### config.mk
export PLATFORM = sky130hd
export DESIGN_NAME = hlc_distance
export DESIGN_NICKNAME = d
export VERILOG_FILES = /design/src/rtl/hlc_pkg.sv /design/src/rtl/hlc_distance.sv
export SDC_FILE = /design/constraint.sdc
export NUM_CORES = 1
export LEC_CHECK = 0
export BUFFER_PORTS_ARGS = -buffer_cell sky130_fd_sc_hd__buf_2
export CAP_MARGIN = 20
export CORE_MARGIN = 2
export CORE_UTILIZATION = 48
export DETAILED_ROUTE_END_ITERATION = 7
export GPL_TIMING_DRIVEN = 1
export PLACE_DENSITY = 0.91
export SLEW_MARGIN = 20
export SYNTH_ARGS = -nofsm -noshare
export SYNTH_HDL_FRONTEND = slang
export SYNTH_SLANG_ARGS = --single-unit
export TNS_END_PERCENT = 5
### constraint.sdc
create_clock -name vclk -period 13.8
set_clock_uncertainty 0.05 [all_clocks]
set_input_delay 1.38 -clock vclk [all_inputs]
set_output_delay 1.38 -clock vclk [all_outputs]
set_load 0.05 [all_outputs]
### src/rtl/hlc_pkg.sv
// Shared types and constants for the Hamming leader clustering unit.
// No dependencies; used by hlc_distance and hamming_leader_clustering_unit.
`default_nettype none

package hlc_pkg;

   localparam int PointW = 32;
   localparam int ThrW = 6;
   localparam int IdW = 8;
   localparam int IndexW = 32;
   localparam int DistW = 6;

   localparam logic [ThrW-1:0] ThrReset = 6'd4;

   typedef logic [ThrW-1:0] thr_type;
   typedef logic [DistW-1:0] dist_type;

   typedef struct packed {
      dist_type distance;
      logic hit;
   } cmp_result_type;

endpackage

`default_nettype wire

### src/rtl/hlc_distance.sv
// Hamming distance between a point and one anchor, compared with the threshold.
// Depends on hlc_pkg.
`default_nettype none

module hlc_distance #(
   parameter int WIDTH = 32
) (
   input  wire logic [WIDTH-1:0] point,
   input  wire logic [WIDTH-1:0] anchor,
   input  wire hlc_pkg::thr_type threshold,
   output hlc_pkg::cmp_result_type result
);

   logic [hlc_pkg::PointW-1:0] diff;
   logic [2:0] nib_count [hlc_pkg::PointW/4];
   hlc_pkg::dist_type sum;

   function automatic logic [2:0] nib_pop(input logic [3:0] v);
      nib_pop = 3'(v[0]) + 3'(v[1]) + 3'(v[2]) + 3'(v[3]);
   endfunction

   assign diff = hlc_pkg::PointW'(point ^ anchor);

   // Count each nibble on its own, then add the eight small counts.
   always_comb begin
      for (int i = 0; i < hlc_pkg::PointW/4; i++) begin
         nib_count[i] = nib_pop(diff[4*i +: 4]);
      end
   end

   always_comb begin
      sum = '0;
      for (int i = 0; i < hlc_pkg::PointW/4; i++) begin
         sum = sum + hlc_pkg::DistW'(nib_count[i]);
      end
   end

   assign result.distance = sum;
   assign result.hit = (sum < threshold);

endmodule

`default_nettype wire

Word level (Yosys, flattened, before mapping) --
Cells that the tools add are included.
Storage, ports and cells: register bits after elaboration 0, output and inout bits 7, logic and storage cells 33
Operators by class: add/subtract/negate cells 31, magnitude comparators 1, bitwise logic cells 1
Operator list (count):
- $xor 32x32->32 | 1
- $add 2x1->3 | 8
- $add 3x1->3 | 8
- $add 6x3->6 | 4
- $add 1x1->2 | 8
- $add 5x3->6 | 1
- $lt 6x6->1 | 1
- $add 4x3->5 | 1
- $add 3x3->4 | 1

Longest topological paths before layout --
word-level depth 12, mapped depth 20, mapped depth without buffers 20

Least setup slack after synthesis --
OpenSTA, ideal clock, no wires.
kind input-to-output, from input port anchor[11], to output port result[0] (netlist bit), arrival 7.595 ns, required time 12.370 ns, slack 4.775 ns, stages on the path 18, buffers on the path 0, path through xor2_1 > fa_1 > inv_1 > fa_1 > inv_1 > fa_1 > fa_1 > inv_1 > fa_1 > fa_1 > inv_1 > ha_1 > a21o_1 > a21oi_2 > o21ai_0 > ha_1 > o21a_1 > a21oi_1
RTL lines:
- start, declared | line hlc_distance.sv:9 | input wire logic [WIDTH-1:0] anchor,
- end, declared | line hlc_distance.sv:11 | output hlc_pkg::cmp_result_type result

==> results.md <==
- Drt drc: 0
- Worst path cell trace: buf_2, xor2_1, fa_1, inv_1, fa_1, inv_1, fa_1, fa_1, inv_1, fa_1, fa_1, inv_1, ha_1, fa_1, a21o_1, a21oi_2, xnor2_1, ha_1, a211oi_1, o21ai_0, a21oi_1, buf_2
- CP most frequent cell: fa_1
- Min-Delay Path Class: in -> out
- Largest stage delay on the critical path: 0.54 ns
- Final min period: 8.30 ns
- Max Slew Vio Count: 0
- Avg WL per Cell: 9.77 µm
- Via count: 957
- Gpl congestion: 0.691
- TNS Setup: 0 ns
- CP Class: in -> out
- Status: complete, no violations
- Initial antenna violation count: 0
- Core box area: 2210 µm²
- CP Launch Type: primary input
- WP buf/inv: 6
- Sequential area share after synthesis: 0%
- CLK BUF: 0
- Post-CTS sizing: 0
- Mapped Cells: 112
- Hold Buf Count CTS: 0
- Die area: 2750 µm²
- Die Ht: 52.5 µm
- Yosys cell types: 14
- Drt pass-1 iters: 2
- Worst setup EP type: output pin
- Finish-stage setup viols: 0
- Crit-path leading delay family: adder cells
- Mapped cell area: 1130 µm²
- Critical path arrival: 6.87 ns
- RSZ-0062 raised after global routing: no
- Setup bufs post-CTS: 0
- Largest area contributor in the netlist: fa_1
- Worst path slowest cell: fa_1
- Initial drt markers: 1
- Met3 Use GR: 0%
- Worst Path Required: 12.37 ns
- Fmax: 120 MHz
- Rows: 17
- Syn Area/Cell: 10.1 µm²
- Port Buffers: 77
- Vias in the first global route: 955
- Met2 Track Usage GR: 38.1%
- Top cells by area, synth: fa_1, xor2_1, ha_1, xnor2_1, inv_1
- Seq. cell area: 0 µm²
- Met1 usage in global routing: 18.0%
- Largest net degree at the start of global routing: 4
- Final #Nets: 297
- Initial Utilization: 51.0%
- Top Ports: 77
- Global routing's busiest layer: met2
- Die X: 52.5 µm
- Post-synth top cells: inv_1, fa_1, xor2_1
- CP max FO: 2
- Max-cap violations: 0
- Wirelength, routed: 2.12 mm
- GRT Overall Usage: 17.0%
- Final Hold Vio Count: 0
- Tcrit/Tclk final: 60.2%
- Sequential cells: 0
- Grt ovf: 0
- Layout area overhead: 37.3%
- First-pass GRT wire length: 3.56 mm
- Number of nets with antenna violations after routing: 0
- Detailed placer's ending HPWL: 2.15 mm
- Synth Warn #: 0
- Top-count cell post-synth: inv_1
- Syn Nets: 218
- Worst slew pin tran: 0.259 ns
- Share of layout cells above drive strength 1: 41.8%
- Antenna cells: 0
- Share of the synthesized area in the top cell type: 42.6%
- Slew margin rel.: 82.8%
- Via/cell ratio: 4.41
==> final cells by class <==
cell class	count	area [µm²]
inverters	28	105
fillers	193	664
well taps	28	35.0
repair buffers	77	385
multi-input cells	84	1020
==> per-layer routing <==
metal	up-vias	part of all wire (%)
li1	488	-
met1	431	32
met2	38	61
met3	0	6.5
met4	0	0
met5	-	0
==> stage by stage <==
| step | utilization (%) | instances | hold WS, ns | instance area [µm²] | worst slack [ns] |
|---|---|---|---|---|---|
| final | 70.0 | 217 | 3.23 | 1550 | 5.50 |
| after global routing | 70.0 | 217 | 3.29 | 1550 | 5.13 |
| after CTS | 70.0 | 217 | 3.24 | 1550 | 5.46 |
| after detailed placement | 70.0 | 217 | 3.24 | 1550 | 5.47 |
| after global placement | 70.0 | 217 | 3.22 | 1550 | 5.54 |
| after floorplan | - | 112 | 3.06 | 1130 | 4.78 |
==> cells in the final DEF, fill, tap and decap left out <==
cell type | netlist | layout
buf_2 | 0 | 77
o211ai_1 | 1 | 1
nand2_1 | 2 | 2
o21a_1 | 1 | 1
ha_1 | 12 | 12
fa_1 | 24 | 24
o21ai_0 | 2 | 2
a21oi_2 | 2 | 2
inv_1 | 28 | 28
xor2_1 | 19 | 19
nor3b_1 | 1 | 1
a21oi_1 | 1 | 1
a21o_1 | 2 | 2
xnor2_1 | 16 | 16
a211oi_1 | 1 | 1
==> final timing paths <==
| check | from | end | slack [ns] | depth (start not counted) |
|---|---|---|---|---|
| max | anchor[11] | result[0] | 5.50 | 22 |
| min | threshold[5] | result[0] | 3.23 | 5 |
==> logic make-up after synthesis <==
kind of cell / count (synthesis) / synth area share [%]
adders and majority gates: 36 / 55.9
xor gates and xnor gates: 35 / 27.2
buffers and inverters: 28 / 9.32
AOI/OAI and AO/OA: 10 / 6.22
and+or+nand+nor: 3 / 1.33
Power is not shown: default switching activity piles up to over one toggle a cycle in this logic, so the estimate is an artifact.
